## src/hdl/lwkd_ram.sv

```systemverilog
module lwkd_ram #(
  parameter int WIDTH = 8,
  parameter int DEPTH = 256
) (
  input  logic                     clk,
  input  logic                     we,
  input  logic [$clog2(DEPTH)-1:0] waddr,
  input  logic [WIDTH-1:0]         wdata,
  input  logic [$clog2(DEPTH)-1:0] raddr,
  output logic [WIDTH-1:0]         rdata
);

  logic [WIDTH-1:0] mem_r [DEPTH];
  logic [WIDTH-1:0] rdata_r;

  // Write port
  always_ff @(posedge clk) begin
    if (we) begin
      mem_r[waddr] <= wdata;
    end
  end

  // Registered read port
  always_ff @(posedge clk) begin
    rdata_r <= mem_r[raddr];
  end

  assign rdata = rdata_r;

endmodule

```

## config.mk

```make
export PLATFORM = sky130hd
export DESIGN_NAME = lwkd_ram
export DESIGN_NICKNAME = d
export VERILOG_FILES = /design/src/hdl/lwkd_ram.sv
export SDC_FILE = /design/constraint.sdc
export NUM_CORES = 2
export LEC_CHECK = 0
export BUFFER_PORTS_ARGS = -buffer_cell sky130_fd_sc_hd__buf_2
export CORE_MARGIN = 5
export CORE_UTILIZATION = 63
export DETAILED_ROUTE_END_ITERATION = 6
export GPL_TIMING_DRIVEN = 0
export PLACE_DENSITY = 0.79
export SETUP_SLACK_MARGIN = 0.2
export SLEW_MARGIN = 20
export SYNTH_ARGS = -nofsm -noshare
export SYNTH_HDL_FRONTEND = slang
export SYNTH_SLANG_ARGS = --single-unit
export TNS_END_PERCENT = 50
```

## constraint.sdc

```tcl
create_clock -name clk -period 2.5 [get_ports clk]
set_input_delay 0.125 -clock clk [delete_from_list [all_inputs] [get_ports clk]]
set_output_delay 0.125 -clock clk [all_outputs]
set_load 0.02 [all_outputs]
```

# Word level (Yosys, flattened, before mapping)
# Memory sizes are Yosys's and may differ from the RTL's. A register that Yosys moved wholly into a read port is not among the register bits.
# Cells that the tools add are included.
# word_totals
ram_bits	2048
ff_bits	0
mem_count	1
elab_cells	3
out_inout_bits	8
in_bits	26
# mem_list
name	words	word_bits	read_ports	rd_clocked_by_memory_dff	write_ports	line	source
mem_r	256	8	1	1	1	13	logic [WIDTH-1:0] mem_r [DEPTH];
# classes
n_mux	2
# op_table
op	n
1-bit 2-to-1 mux	2

# Longest topological paths before layout
# depth
ltp_word	2
mapped_depth	11
ltp_nobuf	6

# Worst setup path before layout
# No wires, ideal clock.
# synth_timing
kind	in2reg
startpoint	in raddr[0]
endpoint	reg rdata_r[2], in the netlist rdata[2], read port of mem_r
cell_stages	9
setup_time_ns	0.131
arrival_time_ns	1.932
setup_slack_ns	0.437
n_path_buf	4
required_ns	2.369
path_cell_list	buf_6 buf_12 buf_8 buf_2 mux4_2 a22oi_1 a21oi_1 nor4_1 nor4_2
# synth_lines
item	line	source
start, declared	9	input logic [$clog2(DEPTH)-1:0] raddr,
end, declared	14	logic [WIDTH-1:0] rdata_r;

==> impl_results.md <==
- I/O Buffers: 26
- CP Max Fanout: 10
- Synth area leader: edfxtp_1
- Sequential area share after synthesis: 0.7750
- Row cnt: 130
- Initial core utilization: 0.6336
- Pin count of the biggest net entering global routing: around 150
- Top post-synthesis cells by area: edfxtp_1, mux4_2, mux2i_1, nor2_1, a22oi_1
- Max-cap violations: 0
- Placer Congestion: ~1.1
- Worst Setup Start Kind: input pin
- Syn Inst Count: between 3000 and 4000
- Final routed DRC violation total: 13
- Failing checks: design-rule violations, negative setup slack
- Global-route wire length before repair: roughly 330 mm
- Starting DRT DRC Count: approximately 8300
- Vias in the first global route: around 43000
- Final Hold Fails: 0
- Final wirelength: about 240 mm
- Crit path largest cell delay: between 0.5 and 0.6 ns
- Synthesized area per cell: around 21 µm²
- Synthesized cell area: a little under 0.08 mm²
- Synth cell types: 55
- Clock root cell: clkbuf_16
- Area growth, synth to finish: 13.63%
- Worst Skew: 0.04810 ns
- Crit path time final: ~2.6 ns
- Hold Crit Class: in -> reg
- F_max: approximately 380 MHz
- CP Capture Type: flip-flop
- Vias post-DR: approximately 43000
- Core area: 0.1256 mm²
- Final period util: 1.051
- Worst vdd ir: between 0.8 and 0.9 mV
- Worst EP required: approximately 3.2 ns
- Ratio of cells with drive above 1 in the final layout: 0.2894
- Number of synthesized flops with an enable pin: just over 2000
- Status: complete, but fails checks
- Clk slew on worst S/H paths: approximately 0.070 ns
- Buf/Inv on CP: 4
- Worst-margin pin slew: between 1 and 1.5 ns
- Slew Limit Fails: 0
- Post-synth top area share: 0.7730
- Register bit total from synthesis: approximately 2100
- PwrDens: ~800 mW/mm²
- 1st-pass router iterations: 7
- Ys async rst share: 0
- CP Class: in -> reg
- CTS tree: built
- Yosys Warn Count: 0
- Synth Flop Type: edfxtp_1
- Leak: between 20 and 30 nW
- Post-route ant nets: 0
- Hold Slack: roughly 0.11 ns
- Chip width: ~370 µm
- Clock Sinks: about 2100
- Total grt overflow: 0
- Io pins: 34
- Routed WL per cell: roughly 40 µm
- Setup TNS: -0.3124 ns
- RSZ-0062 raised after global routing: true
- Arr. time, crit path: around 3.3 ns
- Global Route Usage Sum: 0.3634
- Syn Nets: around 3800
- Critical-path cell list: buf_2 -> buf_2 -> nor2b_1 -> buf_1 -> clkbuf_2 -> a22oi_1 -> a31oi_2 -> nor4_4 -> nor4_4
- Commonest cells in the netlist: edfxtp_1, mux4_2, nor2_1, mux2i_1, a22oi_1
- Die height: about 370 µm
- Slowest stage cell, crit path: nor4_4
- Setup violators final: 13
- Max clock buf depth: 3
- Nets@finish: around 4000
- Utilization after layout: 0.7199
- Relative slew slack: 0.1973
- CP delay by family, top: buffers and inverters
- CTS buffer count: about 190
- Post-DR vias/cell: 7.478
- CTS HTree Levels: 4
- Worst setup margin: -0.1274 ns
- Initial antenna violation count: 10
- DP HPWL: between 150 and 200 mm
- Die area: 0.1335 mm²
- Clk_lat worst skew: 0.86 ns
- Most numerous cell in the Yosys netlist: edfxtp_1
through the flow:
stage / instances / power [W] / cell area [µm²] / setup slack [ns]
final: 5811 / 0.07211 / 90400 / -0.1274
after global routing: 5805 / 0.07360 / 90380 / -0.02968
after CTS: 5800 / 0.07174 / 90020 / -0.03864
after detailed placement: 5432 / 0.04266 / 82500 / -1.978
after global placement: 5409 / 0.04258 / 81750 / -2.347
after floorplan: 3733 / 0.04063 / 79560 / 0.4371
state kept, by name, summed over array words and instances, names as in the netlist:
register,count
mem_r,2048
rdata,8
what timing repair did:
action                     in CTS  in global routing
buffers inserted                2                  3
resized for setup             276                135
hold buffers                    8                  0
pin swaps                      15                 15
setup endpoints to repair    1200               1233
hold endpoints to repair      833                  0
layout by cell type, fill, tap and decap left out, types with 30 or more instances in the layout:
cell type,n
a21oi_1,79
a22oi_1,130
buf_2,49
buf_4,44
clkbuf_1,75
clkbuf_16,195
clkbuf_2,56
clkinv_1,48
edfxtp_1,2048
mux2i_1,134
mux4_2,454
nand2_1,32
nand3_1,34
nor2_1,148
nor2_2,115
nor2b_1,30
o221ai_1,44
final timing paths:
kind	from	to	slack, ns	cells after the start
hold reg to reg	mem_r[33][5]	rdata[5]	1.27	6
setup reg to reg	mem_r[210][3]	rdata[3]	-0.04	6
setup / recovery	raddr[3]	rdata[3]	-0.13	9
hold / removal	waddr[4]	mem_r[117][7]	0.11	3
tightest hold or removal path: stages:
cell and delay (ns):
buf_2 0.14, nand3_1 0.31, nor2_2 0.19
kinds of logic (layout without fill, tap and decap cells):
group	after synthesis	in the layout	synth area share
flip-flops	2056	2056	0.7750
multiplexers	591	591	0.1462
AND/OR/NAND/NOR	466	466	0.02628
AO/OA/AOI/OAI	385	385	0.03419
buffers and inverters	235	655	0.01831
other	0	8	0
layout make-up:
| type | count | area, µm² |
|---|---|---|
| inverters | 2 | 11.26 |
| flip-flops and latches | 2056 | 61660 |
| clock buffers | 244 | 5144 |
| diodes | 8 | 20.02 |
| multi-input cells | 1442 | 17700 |
| repair buffers | 62 | 913.4 |
| clock inverters | 114 | 1201 |
| well taps | 1650 | 2064 |
| fillers | 6804 | 35170 |
| plain buffers | 233 | 1688 |
per-layer routing:
layer | GRT usage | up-vias | share of wire
met1 | 0.4609 | 21910 | 0.31
met4 | 0.2281 | 10 | 0.079
met5 | 0.01961 | - | 0.0010
li1 | - | 16241 | -
met2 | 0.5228 | 4337 | 0.44
met3 | 0.1555 | 954 | 0.16
where the power goes:
group	leakage (nW)	internal, W	switching (W)	total [W]
logic	6.40	0.00139	0.00306	0.00445
clock network	3.06	0.0166	0.0130	0.0296
registers	18.5	0.0380	0.0000260	0.0380
total	27.9	0.0560	0.0161	0.0721
(Power assumes the default switching activity.)
